==> src/design/lcgrr_pkg.sv <==
// ----------------------------------------------------------------------------
// lcgrr_pkg: shared types and constants for the LCG random unit
// Operation codes, generator constants, the sequencer state type and the adder operand select.
// ----------------------------------------------------------------------------
package lcgrr_pkg;

    localparam int unsigned DATA_W = 32;

    // operation codes carried by the op field
    localparam logic [1:0] OP_RESET  = 2'd0;
    localparam logic [1:0] OP_FRAC   = 2'd1;
    localparam logic [1:0] OP_RANGE  = 2'd2;
    localparam logic [1:0] OP_UNUSED = 2'd3;

    // generator constants, modulo 2^32
    localparam logic [DATA_W-1:0] LCG_MUL = 32'd1664525;
    localparam logic [DATA_W-1:0] LCG_ADD = 32'd1013904223;

    // sequencer states
    typedef enum logic [2:0] {
        ST_IDLE,
        ST_MUL,
        ST_INC,
        ST_DIV,
        ST_OFFSET,
        ST_DONE
    } state_t;

    // operand selection for the shared adder
    typedef enum logic [2:0] {
        ADD_CMP,
        ADD_SPAN,
        ADD_INC,
        ADD_DIV,
        ADD_OFFSET
    } add_sel_t;

endpackage

==> src/design/lcg_random_with_range_unit.sv <==
// ----------------------------------------------------------------------------
// lcg_random_with_range_unit: 32-bit linear congruential random source
// Advances seed' = 1664525 * seed + 1013904223 and returns the new seed as a
// Q0.32 fraction, plus (seed' mod span) + range_low for ranged draws.
// ----------------------------------------------------------------------------
// One item is worked at a time; in_stall is high from the cycle after a draw
// beat is taken until the unit is back in idle. A seed reset (op 0) or an
// unused op gives no result and leaves the unit in idle. A fraction draw
// steps through accept, multiply, increment and result load. A ranged draw
// adds the remainder by the run-time span after the increment, a 32-step
// restoring loop on the one shared 33-bit adder, which also does the bound
// compare, the span, the increment and the final offset. A ranged draw with
// range_low not below range_high returns range_error with zero data and the
// seed untouched. The result load waits while the previous result beat is
// still stalled at the output.
module lcg_random_with_range_unit
    import lcgrr_pkg::*;
(
    input  logic                     clk,
    input  logic                     rst_n,
    input  logic                     in_valid,
    output logic                     in_stall,
    input  logic [1:0]               op,
    input  logic signed [DATA_W-1:0] range_low,
    input  logic signed [DATA_W-1:0] range_high,
    output logic                     out_valid,
    input  logic                     out_stall,
    output logic [DATA_W-1:0]        fraction,
    output logic signed [DATA_W-1:0] number,
    output logic                     range_error
);

    localparam int unsigned CNT_W = $clog2(DATA_W);

    state_t              state_reg, state_next;
    logic [DATA_W-1:0]   seed_reg, seed_next;
    logic [DATA_W-1:0]   lo_reg, lo_next;
    logic [DATA_W-1:0]   hi_reg, hi_next;
    logic [DATA_W-1:0]   span_reg, span_next;
    logic [DATA_W-1:0]   prod_reg, prod_next;
    logic [DATA_W-1:0]   dvd_reg, dvd_next;
    logic [DATA_W-1:0]   rem_reg, rem_next;
    logic [CNT_W-1:0]    cnt_reg, cnt_next;
    logic                ranged_reg, ranged_next;
    logic                err_reg, err_next;

    logic                out_valid_reg, out_valid_next;
    logic [DATA_W-1:0]   fraction_reg, fraction_next;
    logic [DATA_W-1:0]   number_reg, number_next;
    logic                range_error_reg, range_error_next;

    add_sel_t            add_sel;
    logic [DATA_W:0]     add_a, add_b;
    logic                add_cin;
    logic [DATA_W+1:0]   add_sum;
    logic [DATA_W:0]     rem_shift;
    logic [DATA_W-1:0]   mul_full;
    logic                in_beat;
    logic                slot_free;
    logic                range_ok;

    assign in_beat   = in_valid && !in_stall;
    assign slot_free = !out_valid_reg || !out_stall;
    assign rem_shift = {rem_reg, dvd_reg[DATA_W-1]};
    assign mul_full  = seed_reg * LCG_MUL;

    // shared adder
    always_comb
    begin
        add_a   = '0;
        add_b   = '0;
        add_cin = 1'b0;
        case (add_sel)
            ADD_CMP:
            begin
                add_a   = {range_low[DATA_W-1], range_low};
                add_b   = ~{range_high[DATA_W-1], range_high};
                add_cin = 1'b1;
            end
            ADD_SPAN:
            begin
                add_a   = {1'b0, hi_reg};
                add_b   = ~{1'b0, lo_reg};
                add_cin = 1'b1;
            end
            ADD_INC:
            begin
                add_a = {1'b0, prod_reg};
                add_b = {1'b0, LCG_ADD};
            end
            ADD_DIV:
            begin
                add_a   = rem_shift;
                add_b   = ~{1'b0, span_reg};
                add_cin = 1'b1;
            end
            ADD_OFFSET:
            begin
                add_a = {1'b0, rem_reg};
                add_b = {1'b0, lo_reg};
            end
            default:
            begin
                add_a = '0;
            end
        endcase
        add_sum = {1'b0, add_a} + {1'b0, add_b} + {{(DATA_W+1){1'b0}}, add_cin};
    end

    // signed low < high shows as a negative sign-extended difference
    assign range_ok = add_sum[DATA_W];

    // next state
    always_comb
    begin
        state_next = state_reg;
        case (state_reg)
            ST_IDLE:
            begin
                if (in_valid)
                begin
                    case (op)
                        OP_FRAC:  state_next = ST_MUL;
                        OP_RANGE: state_next = range_ok ? ST_MUL : ST_DONE;
                        default:  state_next = ST_IDLE;
                    endcase
                end
            end
            ST_MUL:    state_next = ST_INC;
            ST_INC:    state_next = ranged_reg ? ST_DIV : ST_DONE;
            ST_DIV:    state_next = (cnt_reg == '0) ? ST_OFFSET : ST_DIV;
            ST_OFFSET: state_next = ST_DONE;
            ST_DONE:   state_next = slot_free ? ST_IDLE : ST_DONE;
            default:   state_next = ST_IDLE;
        endcase
    end

    // sequencer outputs
    always_comb
    begin
        in_stall = 1'b1;
        add_sel  = ADD_CMP;
        case (state_reg)
            ST_IDLE:   in_stall = 1'b0;
            ST_MUL:    add_sel  = ADD_SPAN;
            ST_INC:    add_sel  = ADD_INC;
            ST_DIV:    add_sel  = ADD_DIV;
            ST_OFFSET: add_sel  = ADD_OFFSET;
            default:   add_sel  = ADD_CMP;
        endcase
    end

    // datapath updates
    always_comb
    begin
        seed_next        = seed_reg;
        lo_next          = lo_reg;
        hi_next          = hi_reg;
        span_next        = span_reg;
        prod_next        = prod_reg;
        dvd_next         = dvd_reg;
        rem_next         = rem_reg;
        cnt_next         = cnt_reg;
        ranged_next      = ranged_reg;
        err_next         = err_reg;
        out_valid_next   = out_valid_reg && out_stall;
        fraction_next    = fraction_reg;
        number_next      = number_reg;
        range_error_next = range_error_reg;
        case (state_reg)
            ST_IDLE:
            begin
                // latch the beat
                if (in_beat)
                begin
                    lo_next     = range_low;
                    hi_next     = range_high;
                    ranged_next = (op == OP_RANGE);
                    err_next    = (op == OP_RANGE) && !range_ok;
                    if (op == OP_RESET)
                    begin
                        seed_next = '0;
                    end
                end
            end
            ST_MUL:
            begin
                prod_next = mul_full;
                span_next = add_sum[DATA_W-1:0];
            end
            ST_INC:
            begin
                // advance the seed and load the remainder loop
                seed_next = add_sum[DATA_W-1:0];
                dvd_next  = add_sum[DATA_W-1:0];
                rem_next  = '0;
                cnt_next  = CNT_W'(DATA_W - 1);
            end
            ST_DIV:
            begin
                // one restoring step: keep the difference when no borrow
                rem_next = add_sum[DATA_W+1] ? add_sum[DATA_W-1:0]
                                             : rem_shift[DATA_W-1:0];
                dvd_next = {dvd_reg[DATA_W-2:0], 1'b0};
                cnt_next = cnt_reg - 1'b1;
            end
            ST_OFFSET:
            begin
                rem_next = add_sum[DATA_W-1:0];
            end
            ST_DONE:
            begin
                // drop the result into the output register once it is free
                if (slot_free)
                begin
                    out_valid_next   = 1'b1;
                    range_error_next = err_reg;
                    fraction_next    = err_reg ? '0 : seed_reg;
                    number_next      = (err_reg || !ranged_reg) ? '0 : rem_reg;
                end
            end
            default:
            begin
                out_valid_next = out_valid_reg && out_stall;
            end
        endcase
    end

    // control registers
    always_ff @(posedge clk or negedge rst_n)
    begin
        if (!rst_n)
        begin
            state_reg     <= ST_IDLE;
            seed_reg      <= '0;
            out_valid_reg <= 1'b0;
        end
        else
        begin
            state_reg     <= state_next;
            seed_reg      <= seed_next;
            out_valid_reg <= out_valid_next;
        end
    end

    // payload registers
    always_ff @(posedge clk)
    begin
        lo_reg          <= lo_next;
        hi_reg          <= hi_next;
        span_reg        <= span_next;
        prod_reg        <= prod_next;
        dvd_reg         <= dvd_next;
        rem_reg         <= rem_next;
        cnt_reg         <= cnt_next;
        ranged_reg      <= ranged_next;
        err_reg         <= err_next;
        fraction_reg    <= fraction_next;
        number_reg      <= number_next;
        range_error_reg <= range_error_next;
    end

    assign out_valid   = out_valid_reg;
    assign fraction    = fraction_reg;
    assign number      = number_reg;
    assign range_error = range_error_reg;

    // a draw beat keeps the input stalled on the next cycle
    assert property (@(posedge clk) disable iff (!rst_n)
        (in_beat && (op == OP_FRAC || op == OP_RANGE)) |=> in_stall)
        else $error("input not stalled after a draw beat");

    // an error result carries zero data
    assert property (@(posedge clk) disable iff (!rst_n)
        (out_valid && range_error) |-> (fraction == '0 && number == '0))
        else $error("error result with nonzero data");

    // the partial remainder stays below the span
    assert property (@(posedge clk) disable iff (!rst_n)
        (state_reg == ST_DIV) |-> (rem_reg < span_reg))
        else $error("remainder not below span");

    // a seed reset beat clears the seed
    assert property (@(posedge clk) disable iff (!rst_n)
        (in_beat && op == OP_RESET) |=> (seed_reg == '0))
        else $error("seed not cleared by reset beat");

endmodule

==> config.mk <==
export PLATFORM = sky130hd
export DESIGN_NAME = lcg_random_with_range_unit
export DESIGN_NICKNAME = d
export VERILOG_FILES = /design/src/design/lcgrr_pkg.sv /design/src/design/lcg_random_with_range_unit.sv
export SDC_FILE = /design/constraint.sdc
export NUM_CORES = 1
export LEC_CHECK = 0
export BUFFER_PORTS_ARGS = -buffer_cell sky130_fd_sc_hd__clkbuf_2
export CAP_MARGIN = 20
export CORE_MARGIN = 1.5
export CORE_UTILIZATION = 30
export DETAILED_ROUTE_END_ITERATION = 16
export PLACE_DENSITY_LB_ADDON = 0.3
export SLEW_MARGIN = 20
export SYNTH_ARGS = -nofsm -noshare
export SYNTH_HDL_FRONTEND = slang
export SYNTH_SLANG_ARGS = --single-unit
==> constraint.sdc <==
create_clock -name clk -period 16.4 [get_ports clk]
set_input_delay 0.82 -clock clk [delete_from_list [all_inputs] [get_ports clk]]
set_output_delay 0.82 -clock clk [all_outputs]
set_load 0.05 [all_outputs]
# After elaboration in Yosys (flattened, before gate mapping)
# Index checks and enable logic that the tools add are counted.
[totals]
register_bits = 300
inputBits = 70
wordCells = 77
out_inout_bits = 67
[op_classes]
n_mul = 1
mux = 21
reduce_logical = 20
bitwise_logic = 3
n_eq_ne = 14
add_sub_neg = 3
[op_table]
columns = ["op", "count"]
rows = [
  ["one-hot mux 33 bit (5 select lines)", 2],
  ["one-hot mux 32 bit (2 select lines)", 2],
  ["2-to-1 mux 32 bit", 3],
  ["one-hot mux 32 bit (3 select lines)", 1],
  ["inverter 32 -> 33 bit", 2],
  ["adder 33 x 33 -> 34 bit", 1],
  ["adder 34 x 1 -> 34 bit", 1],
  ["inverter 33 bit", 1],
  ["multiplier 32 x 21 -> 32 bit, second input constant", 1],
  ["one-hot mux 3 bit (6 select lines)", 1],
  ["2-to-1 mux 3 bit", 5],
  ["== test 3 x 2 -> 1 bit, second input constant", 4],
  ["one-hot mux 3 bit (4 select lines)", 1],
  ["one-hot mux 5 bit (2 select lines)", 1],
  ["== test 3 bit, second input constant", 3],
  ["== test 3 x 1 -> 1 bit, second input constant", 2],
  ["logical NOT 3 bit", 2],
  ["one-hot mux 3 bit (2 select lines)", 1],
  ["logical NOT 5 bit", 1],
  ["subtractor 5 x 1 -> 5 bit, second input constant", 1],
  ["logical NOT 1 bit", 4],
  ["2-to-1 mux 1 bit", 4],
  ["!= test 2 bit, second input constant", 2],
  ["AND reduction 2 bit", 2],
  ["10 further kinds", 14],
]

# Logic depth before layout (Yosys ltp)
# Gate-level depths: netlist (run 1).
[depth]
word_depth = 10
ltp_mapped = 22
mapped_depth_nobuf = 22

# Worst setup path before layout (run 1)
# No wires, ideal clock.
[synth_path]
kind = "register to register"
start = "reg state_reg[0]"
end = "reg rem_reg[1], data pin"
path_slack_ps = 10437
setup_ps = 256
required_ps = 16144
arrival_time_ps = 5706
stages_incl_launch_ff = 18
path_buffers = 3
period_less_slack_ps = 5963
cell_sequence = "dfrtp_1 > clkbuf_1 > clkinv_1 > nor2_1 > clkbuf_1 > a222oi_1 > nand2_1 > ha_1 > and3_1 > nand4_1 > a211oi_2 > nor2_2 > a21boi_4 > a31oi_4 > o22ai_4 > o41a_4 > buf_6 > a22o_1"
[synth_between]
elab_chain_cells = 8
word_cells_on_any_way = 18
cone_classes = "add/sub (2); eq/ne (8); mux (6); reduce/logical (2)"
[synth_lines]
columns = ["item", "line_no", "text"]
rows = [
  ["start: declaration", "lcg_random_with_range_unit.sv:35", "state_t state_reg, state_next;"],
  ["start signal: assignment", "lcg_random_with_range_unit.sv:240", "state_reg <= state_next;"],
  ["== test 3 bit, or another cell as far along", "lcg_random_with_range_unit.sv:143, lcg_random_with_range_unit.sv:170", ""],
  ["one-hot mux 3 bit (4 select lines)", "lcg_random_with_range_unit.sv:143", "case (state_reg)"],
  ["== test 3 bit, or another cell as far along", "lcg_random_with_range_unit.sv:73", "case (add_sel)"],
  ["one-hot mux 33 bit (5 select lines) / OR reduction 3 bit (equally long branches)", "n/a", ""],
  ["adder 33 x 33 -> 34 bit / 2-to-1 mux 1 bit (equally long branches)", "lcg_random_with_range_unit.sv:107, lcg_random_with_range_unit.sv:73", ""],
  ["adder 34 x 1 -> 34 bit", "lcg_random_with_range_unit.sv:107", "add_sum = {1'b0, add_a} + {1'b0, add_b} + {{(DATA_W+1){1'b0}}, add_cin};"],
  ["2-to-1 mux 32 bit", "lcg_random_with_range_unit.sv:202", "rem_next = add_sum[DATA_W+1] ? add_sum[DATA_W-1:0]"],
  ["one-hot mux 32 bit (3 select lines) (*)", "lcg_random_with_range_unit.sv:170", "case (state_reg)"],
  ["via rem_next[1]", "lcg_random_with_range_unit.sv:42", "logic [DATA_W-1:0] rem_reg, rem_next;"],
  ["end signal: assignment", "lcg_random_with_range_unit.sv:254", "rem_reg <= rem_next;"],
  ["end: declaration", "lcg_random_with_range_unit.sv:42", ""],
]
# Mark *: on every way through the listed nets, which the timed path passes. The rest lies on a longest branch.
# A chain may end at the register's enable or synchronous reset.

# Final worst setup path (run 1)
[layout_path]
start = "reg state_reg[0]"
end = "reg rem_reg[4], data pin"
# Same word-level chain as after synthesis.

==> impl_metrics.tcl, run 1 <==
set metrics [dict create \
    post-synth-top-count-cell "edfxtp_1" \
    postCtsResizedCells 0 \
    r2r_cells 17 \
    syn_area_per_cell_um2 11.3 \
    antenna_found_initial 1 \
    worstSetupPathType "reg -> reg" \
    drt-vias-per-instance 5.08 \
    grt-ovfl-total 0 \
    cts_tree "built" \
    grt_usage 0.175 \
    crit_chain "clkinv_1 > nor2_4 > buf_4 > buf_4 > a222oi_1 > nand2_1 > ha_1 > and3_1 > nand4_1 > a211oi_2 > nor2_2 > a21boi_4 > a31oi_4 > o22ai_4 > o41ai_4 > buf_4 > a22o_1" \
    ant_nets 0 \
    final_max_slew_viol_count 0 \
    cts-root-buf "clkbuf_16" \
    routed_wl_um 63800 \
    design.core.area_um2 70400 \
    cpPeakStageDelay_ps 930 \
    port_buffers 136 \
    reg2reg_to "rem_reg[4]$_DFFE_PP_" \
    area_delta_synth_final_pct 14.3 \
    numCtsBuffers 38 \
    worstHoldPathType "in -> async" \
    synth-seq-cells 300 \
    postCtsSetupBuffers 0 \
    ys.flop_type "edfxtp_1" \
    async_flop_share 0.120 \
    rows 97 \
    dr.pass1.iters 7 \
    finalHoldViolations 0 \
    hold_buffers 0 \
    ys.warnings.count 0 \
    clk_pin_slew_ps 60 \
    reg2reg_slack_ps 9520 \
    fmax_mhz 145 \
    cpMostUsedCell "buf_4" \
    fin_crit_sh 0.419 \
    fin_crit_ps 6880 \
    ys_types 75 \
    cts_sinks 300 \
    fillers 7057 \
    synthCells 1902 \
    critPathLaunchType "flop" \
    critPathArrivalTime_ps 7280 \
    synth.net_count 2302 \
    rsz0062_at_grt "no" \
    cp-end-kind "flop" \
    ctsHtreeMaxLevel 2 \
    synth_commonest_cells "264 x edfxtp_1, 241 x inv_1, 196 x ha_1" \
    cp.required_ps 16800 \
    status "completed" \
    setup_tns_ps 0 \
    maxCapViolations 0 \
    slew-limit-headroom 0.334 \
    yosysSeqAreaShare 0.412 \
    dr.first_iter.drc_count 1547 \
    tightestPinTransition_ps 997 \
    setup_viol 0 \
    timing.rr.start "state_reg[0]$_DFFE_PN0P_" \
    synth_top_area_share 0.370 \
    cts_buffer_depth 3 \
    num_vias 15240 \
    path_buf_inv 4 \
    layout.nets 2429 \
    die_h_um 270 \
    die_w_um 270 \
    initial_core_util 0.305 \
    finClkSkew_ps 33.2 \
    wl_per_cell_um 21.3 \
    pin_count 137 \
    drc 0 \
    grt_max_degree 60 \
    grt_pass1_wl_um 98000 \
    synth_area_leader_cell "edfxtp_1" \
    path_delay_family "buffers and inverters" \
    place_congestion 0.910 \
    syn_area_um2 21400 \
    cp_max_fo 46 \
    clk-insertion-delay-late_ps 560 \
    dp_hpwl_um 47300 \
    synth_top_cells_by_area "edfxtp_1 37%, fa_1 13%, ha_1 11%" \
    drive_gt1_frac 0.152 \
    synth_edf_count 264 \
    dieArea_um2 73100 \
    grt_pass1_vias 15854 \
    cp_slowest_cell "clkinv_1" \
]
cell type report:
class	count	area, µm²	area share
Tap cell	940	1180	0.0480
Sequential cell	300	8830	0.360
Inverter	244	916	0.0374
Clock buffer	51	1090	0.0445
Antenna cell	1	2.50	0.000102
Multi-Input combinational cell	1285	11400	0.466
Clock inverter	18	211	0.00863
Timing Repair Buffer	160	861	0.0351
placed cells by master (no fill, tap or decap), types with 33 or more instances in the layout:
cell type,n
inv_1,241
nor2b_1,33
a22o_1,80
clkbuf_16,39
clkbuf_2,136
ha_1,196
dfrtp_1,34
and2_1,34
a21oi_1,99
xnor2_1,53
mux2_2,44
nand2_1,189
o21ai_0,61
fa_1,134
nor2_1,73
edfxtp_1,264
cells by family (layout without fill, tap and decap cells):
kind of cell,count (synthesis),after routing,share of synthesized area
adders and majority gates,330,330,0.239
and+or+nand+nor,408,408,0.0873
DFF,300,300,0.412
AOI/OAI and AO/OA,405,405,0.135
other,0,1,0
xor gates and xnor gates,69,69,0.0282
muxes,73,73,0.0407
buffers and inverters,317,473,0.0571
worst max-delay path by stage:
| stage | from | endpoint | cells after the start |
|---|---|---|---|
| 3_5_place_dp | state_reg[0]$_DFFE_PN0P_ | rem_reg[10]$_DFFE_PP_ | 17 |
| 3_3_place_gp | state_reg[0]$_DFFE_PN0P_ | rem_reg[6]$_DFFE_PP_ | 17 |
| 6_report | state_reg[0]$_DFFE_PN0P_ | rem_reg[4]$_DFFE_PP_ | 17 |
| 4_1_cts | state_reg[0]$_DFFE_PN0P_ | rem_reg[4]$_DFFE_PP_ | 17 |
| 2_1_floorplan | state_reg[0]$_DFFE_PN0P_ | rem_reg[1]$_DFFE_PP_ | 17 |
| 5_1_grt | state_reg[0]$_DFFE_PN0P_ | rem_reg[4]$_DFFE_PP_ | 17 |
per-layer routing:
layer  up-vias  GRT usage  part of all wire
met5         -          0                 0
met2       545      0.279              0.46
met1      7594      0.245              0.46
met4         0     0.0472             0.021
li1       7010          -                 -
met3        91     0.0284             0.064
stage by stage:
| stage | hold WS (ps) | worst slack, ps | instance area (µm²) | cells | util |
|---|---|---|---|---|---|
| finish | 350 | 9520 | 24500 | 2999 | 0.348 |
| global route | 386 | 9120 | 24500 | 2999 | 0.348 |
| CTS | 348 | 9580 | 24500 | 2998 | 0.348 |
| detailed placement | 502 | 9600 | 23200 | 2929 | 0.330 |
| global placement | 490 | 9790 | 23200 | 2929 | 0.330 |
| floorplan | 468 | 10440 | 21400 | 1902 | - |
Power of run 1 is not shown: default switching activity piles up to over one toggle a cycle in this logic, so the estimate is an artifact.
==> run 2, diff against run 1 <==
Clock period 16.4 ns to 6.1 ns, I/O delays scaled along.
==> run 2 against run 1 <==
Compared with the run above: non-clock buffer count increased by 90; sequential share of layout area decreased by 1.2 points; global-route usage increased by 0.67 points; first-iteration DRC count decreased by 9.3%; die area unchanged; register-to-register slack got worse by 9200 ps; cell count increased by 2.9%; maximum frequency increased by 19%; setup slack got worse by 9200 ps; clock skew increased by 0.56 ps; utilization increased by 1.2 points; critical endpoint is now prod_reg[29]$_DFFE_PP_.
==> impl_metrics.tcl, run 2 (synthesis gave the netlist of run 1 again) <==
set metrics [dict create \
    status "completed" \
    pin_count 137 \
    dp_hpwl_um 49200 \
    grt_pass1_wl_um 101000 \
    dr.pass1.iters 8 \
    worstHoldPathType "in -> reg" \
    grt_usage 0.181 \
    cp_slowest_cell "fa_1" \
    drive_gt1_frac 0.160 \
    min_from "range_high[3]" \
    dieArea_um2 73100 \
    setup_tns_ps 0 \
    finalHoldViolations 0 \
    timing.rr.start "seed_reg[3]$_DFFE_PN0P_" \
    fmax_mhz 173 \
    layout_commonest_cell "edfxtp_1" \
    reg2reg_slack_ps 310 \
    numCtsBuffers 37 \
    num_vias 15533 \
    fillers 6949 \
    cp.required_ps 6400 \
    cp-end-kind "flop" \
    rows 97 \
    cts_sinks 300 \
    maxCapViolations 0 \
    r2r_cells 21 \
    critPathLaunchType "flop" \
    cp_max_fo 8 \
    place_congestion 0.940 \
    layout.nets 2518 \
    cts-root-buf "clkbuf_16" \
    n_antenna_cell 0 \
    crit_chain "ha_1 > inv_1 > fa_1 > fa_1 > fa_1 > fa_1 > inv_1 > fa_1 > inv_1 > fa_1 > inv_1 > ha_1 > inv_1 > o21bai_1 > a21o_1 > a21o_1 > a21oi_2 > o311ai_1 > a21o_1 > a21oi_1 > xnor2_1" \
    multi_input_area_um2 11400 \
    drc 0 \
    design.core.area_um2 70400 \
    port_buffers 136 \
    slew-limit-headroom 0.257 \
    initial_core_util 0.305 \
    finClkSkew_ps 33.7 \
    ant_nets 0 \
    final_max_slew_viol_count 0 \
    cpMostUsedCell "fa_1" \
    dr.first_iter.drc_count 1403 \
    reg2reg_to "prod_reg[29]$_DFFE_PP_" \
    dpl.cell_count 2956 \
    cp-startpoint "seed_reg[3]$_DFFE_PN0P_" \
    wl_per_cell_um 21.4 \
    clk_pin_slew_ps 60 \
    cts_buffer_depth 3 \
    cts_tree "built" \
    fin_crit_ps 5790 \
    mostFrequentLayoutCells "264 x edfxtp_1, 241 x inv_1, 196 x ha_1, 189 x nand2_1, 136 x clkbuf_2" \
    endpoint "prod_reg[29]$_DFFE_PP_" \
    die_h_um 270 \
    grt_max_degree 68 \
    clk-insertion-delay-late_ps 570 \
    die_w_um 270 \
    antenna_found_initial 1 \
    ctsHtreeMaxLevel 2 \
    critPathArrivalTime_ps 6090 \
    grt-ovfl-total 0 \
    fin_crit_sh 0.949 \
    area_delta_synth_final_pct 18.2 \
    min_path_cells 1 \
    cpPeakStageDelay_ps 520 \
    worstSetupPathType "reg -> reg" \
    regArea_um2 8840 \
    rsz0062_at_grt "no" \
    drt-vias-per-instance 5.03 \
    setup_viol 0 \
    tightestPinTransition_ps 1110 \
    routed_wl_um 66000 \
    stdcell_count 3087 \
    grt_pass1_vias 16314 \
]
run 2: changes by cell type in the layout (fill, tap and decap cells not counted), moves of 3 or more:
cell           change
clkbuf_8           -5
dfrtp_1            -3
buf_12             +3
dfrtp_2            +3
dlygate4sd3_1     +62
buf_4             +25
run 2: cell type report:
| type | instances | share of cell area |
|---|---|---|
| well taps | 940 | 0.0464 |
| clock buffers | 47 | 0.0396 |
| clock inverters | 21 | 0.00967 |
| inverters | 244 | 0.0361 |
| repair buffers | 250 | 0.0682 |
| flip-flops and latches | 300 | 0.349 |
| multi-input cells | 1285 | 0.451 |
run 2: metrics by stage:
stage | hold slack (ps) | util | worst slack [ps] | cell area, µm²
after CTS | 8.59 | 0.359 | 243 | 25300
after detailed placement | 425 | 0.333 | 223 | 23400
after global placement | 415 | 0.333 | 296 | 23400
after floorplan | 9.41 | - | 137 | 21400
after global routing | 12.0 | 0.360 | 13.1 | 25300
final | 38.7 | 0.360 | 311 | 25300
run 2: what timing repair did:
item                       4_1_cts  5_1_grt
hold buffers                    62        0
setup buffers                    0        0
setup endpoints to repair        0        4
hold endpoints to repair        97        0
gates resized for setup          0        7
run 2: per-layer routing:
layer	track usage	part of all wire	wire, µm	up-vias
met1	0.246	0.45	29500	7763
met2	0.309	0.48	31700	500
li1	-	-	-	7186
met5	0	0	0	-
met3	0.0250	0.054	3550	84
met4	0.0365	0.020	1310	0
run 2: worst max-delay path, delay by kind of cell (launching register included):
family | cells | cell delay, ps
buffers and inverters | 5 | 310
xor gates and xnor gates | 1 | 90
DFF | 1 | 480
adders and majority gates | 8 | 3550
AOI/OAI and AO/OA | 7 | 1150
run 2: worst min-delay path by stage:
stage | to
after global routing | hi_reg[3]$_DFFE_PP_
after floorplan | out_valid$_DFF_PN0_
after global placement | seed_reg[25]$_DFFE_PN0P_
after detailed placement | seed_reg[25]$_DFFE_PN0P_
after CTS | hi_reg[3]$_DFFE_PP_
final | hi_reg[3]$_DFFE_PP_
Power of run 2 is left out for the same reason.
==> run 3, diff against run 2 <==
Clock period 6.1 ns to 6.4 ns, I/O delays scaled along.
==> run 3 against run 2 <==
Compared with the run above: critical path depth shrank 3; via count decreased by 0.99%; sequential share of layout area rose by 0.62 points; clock skew decreased by 7.3 ps; flip-flop and latch count stayed put.
==> impl_metrics.tcl, run 3 (synthesis gave the netlist of run 1 again) <==
set metrics [dict create \
    status "completed" \
    postCtsResizedCells 0 \
    final_max_slew_viol_count 0 \
    cts_buffer_depth 3 \
    cp_slowest_cell "fa_1" \
    ctsHtreeMaxLevel 2 \
    worstSetupPathType "reg -> reg" \
    drive_gt1_frac 0.145 \
    hold_buffers 52 \
    n_antenna_cell 0 \
    antenna_found_initial 0 \
    dieArea_um2 73100 \
    dr_wl_met2_um 31600 \
    cts-root-buf "clkbuf_16" \
    cpPeakStageDelay_ps 550 \
    design.core.area_um2 70400 \
    numCtsBuffers 35 \
    drt-vias-per-instance 5.03 \
    dr.first_iter.drc_count 1226 \
    slew-limit-headroom 0.235 \
    cp.required_ps 6690 \
    met3_length_um 3730 \
    num_vias 15379 \
    finalHoldViolations 0 \
    grt_pass1_wl_um 101000 \
    area_delta_synth_final_pct 16.1 \
    cts_tree "built" \
    pin_count 137 \
    critPathLaunchType "flop" \
    grt_pass1_vias 16274 \
    setup_tns_ps 0 \
    mostFrequentLayoutCells "264 x edfxtp_1, 241 x inv_1, 196 x ha_1, 189 x nand2_1, 136 x clkbuf_2" \
    fin_crit_ps 5950 \
    r2r_cells 18 \
    timing.rr.start "seed_reg[8]$_DFFE_PN0P_" \
    endpoint "prod_reg[25]$_DFFE_PP_" \
    clk_pin_slew_ps 60 \
    setup_viol 0 \
    cp_max_fo 7 \
    cp-end-kind "flop" \
    multi_input_area_um2 11400 \
    postCtsSetupBuffers 0 \
    drt-met1-wl_um 29100 \
    cts_sinks 300 \
    dp_hpwl_um 48200 \
    place_congestion 0.892 \
    maxCapViolations 0 \
    top_layer_used "met4" \
    fin_crit_sh 0.929 \
    reg2reg_slack_ps 450 \
    drc 0 \
    cp-startpoint "seed_reg[8]$_DFFE_PN0P_" \
    grt_max_degree 98 \
    clk-insertion-delay-late_ps 550 \
    grt_usage 0.180 \
    ant_nets 0 \
    tightestPinTransition_ps 1140 \
    grt-ovfl-total 0 \
    fillers 7013 \
    layout_commonest_cell "edfxtp_1" \
    fmax_mhz 168 \
    reg2reg_to "prod_reg[25]$_DFFE_PP_" \
    crit_chain "ha_1 > ha_1 > fa_1 > fa_1 > inv_1 > fa_1 > inv_1 > fa_1 > fa_1 > ha_1 > a21o_1 > a21o_1 > a21o_1 > a211oi_1 > o21ai_0 > a21o_1 > a21oi_1 > xnor2_1" \
    critPathArrivalTime_ps 6240 \
    worstHoldPathType "in -> reg" \
    dr.pass1.iters 6 \
    wl_per_cell_um 21.5 \
    layout.nets 2491 \
    die_w_um 270 \
    routed_wl_um 65800 \
    port_buffers 136 \
    rows 97 \
    die_h_um 270 \
    rsz0062_at_grt "no" \
    initial_core_util 0.305 \
    cpMostUsedCell "fa_1" \
    finClkSkew_ps 26.5 \
    regArea_um2 8830 \
]
[run 3: cell count changes in the layout (fill, tap and decap cells not counted), moves of 3 or more]
cell	before	now
clkbuf_1	7	13
dfrtp_1	31	34
dlygate4sd3_1	62	52
dfrtp_2	4	1
buf_4	49	35
clkbuf_16	38	35
bufinv_16	4	1
clkinv_2	8	2
[run 3: area by class of cell]
cell class	count	share of cell area
clock buffer	51	0.0388
clock inverter	10	0.00337
inverter	244	0.0368
multi-input combinational	1285	0.459
sequential	300	0.355
tap	940	0.0472
timing repair buffer	225	0.0604
[run 3: per-layer routing]
| layer | up-vias | global-route usage |
|---|---|---|
| met2 | 515 | 0.307 |
| met4 | 0 | 0.0434 |
| met3 | 83 | 0.0270 |
| met1 | 7669 | 0.239 |
| li1 | 7112 | - |
| met5 | - | 0 |
[run 3: worst min path at each step]
stage / start / to / slack (ps) / depth (start not counted)
2_1_floorplan: rst_n / out_valid$_DFF_PN0_ / 20 / 0
4_1_cts: range_high[30] / hi_reg[30]$_DFFE_PP_ / 0.05 / 1
5_1_grt: range_high[18] / hi_reg[18]$_DFFE_PP_ / 20 / 1
3_5_place_dp: rst_n / seed_reg[25]$_DFFE_PN0P_ / 440 / 2
6_report: range_high[25] / hi_reg[25]$_DFFE_PP_ / 30 / 1
3_3_place_gp: rst_n / seed_reg[30]$_DFFE_PN0P_ / 430 / 2
[run 3: worst max-delay path: cells and delay by family (launching register included)]
kind,cells,cell delay (ps)
XOR/XNOR,1,80
adder cells (fa/ha/maj),8,3530
buffers and inverters,2,110
AO/OA/AOI/OAI,7,1510
flip-flops,1,470
[run 3: through the flow]
| step | hold WS [ps] | setup WS (ps) | instances | instance area (µm²) | util |
|---|---|---|---|---|---|
| 6_report | 31.2 | 455 | 3055 | 24900 | 0.354 |
| 4_1_cts | 0.0525 | 463 | 3054 | 24900 | 0.353 |
| 5_1_grt | 19.2 | 159 | 3055 | 24900 | 0.354 |
| 3_5_place_dp | 443 | 498 | 2941 | 23300 | 0.331 |
| 2_1_floorplan | 24.4 | 437 | 1902 | 21400 | - |
| 3_3_place_gp | 427 | 566 | 2941 | 23300 | 0.331 |
Power of run 3 is left out for the same reason.
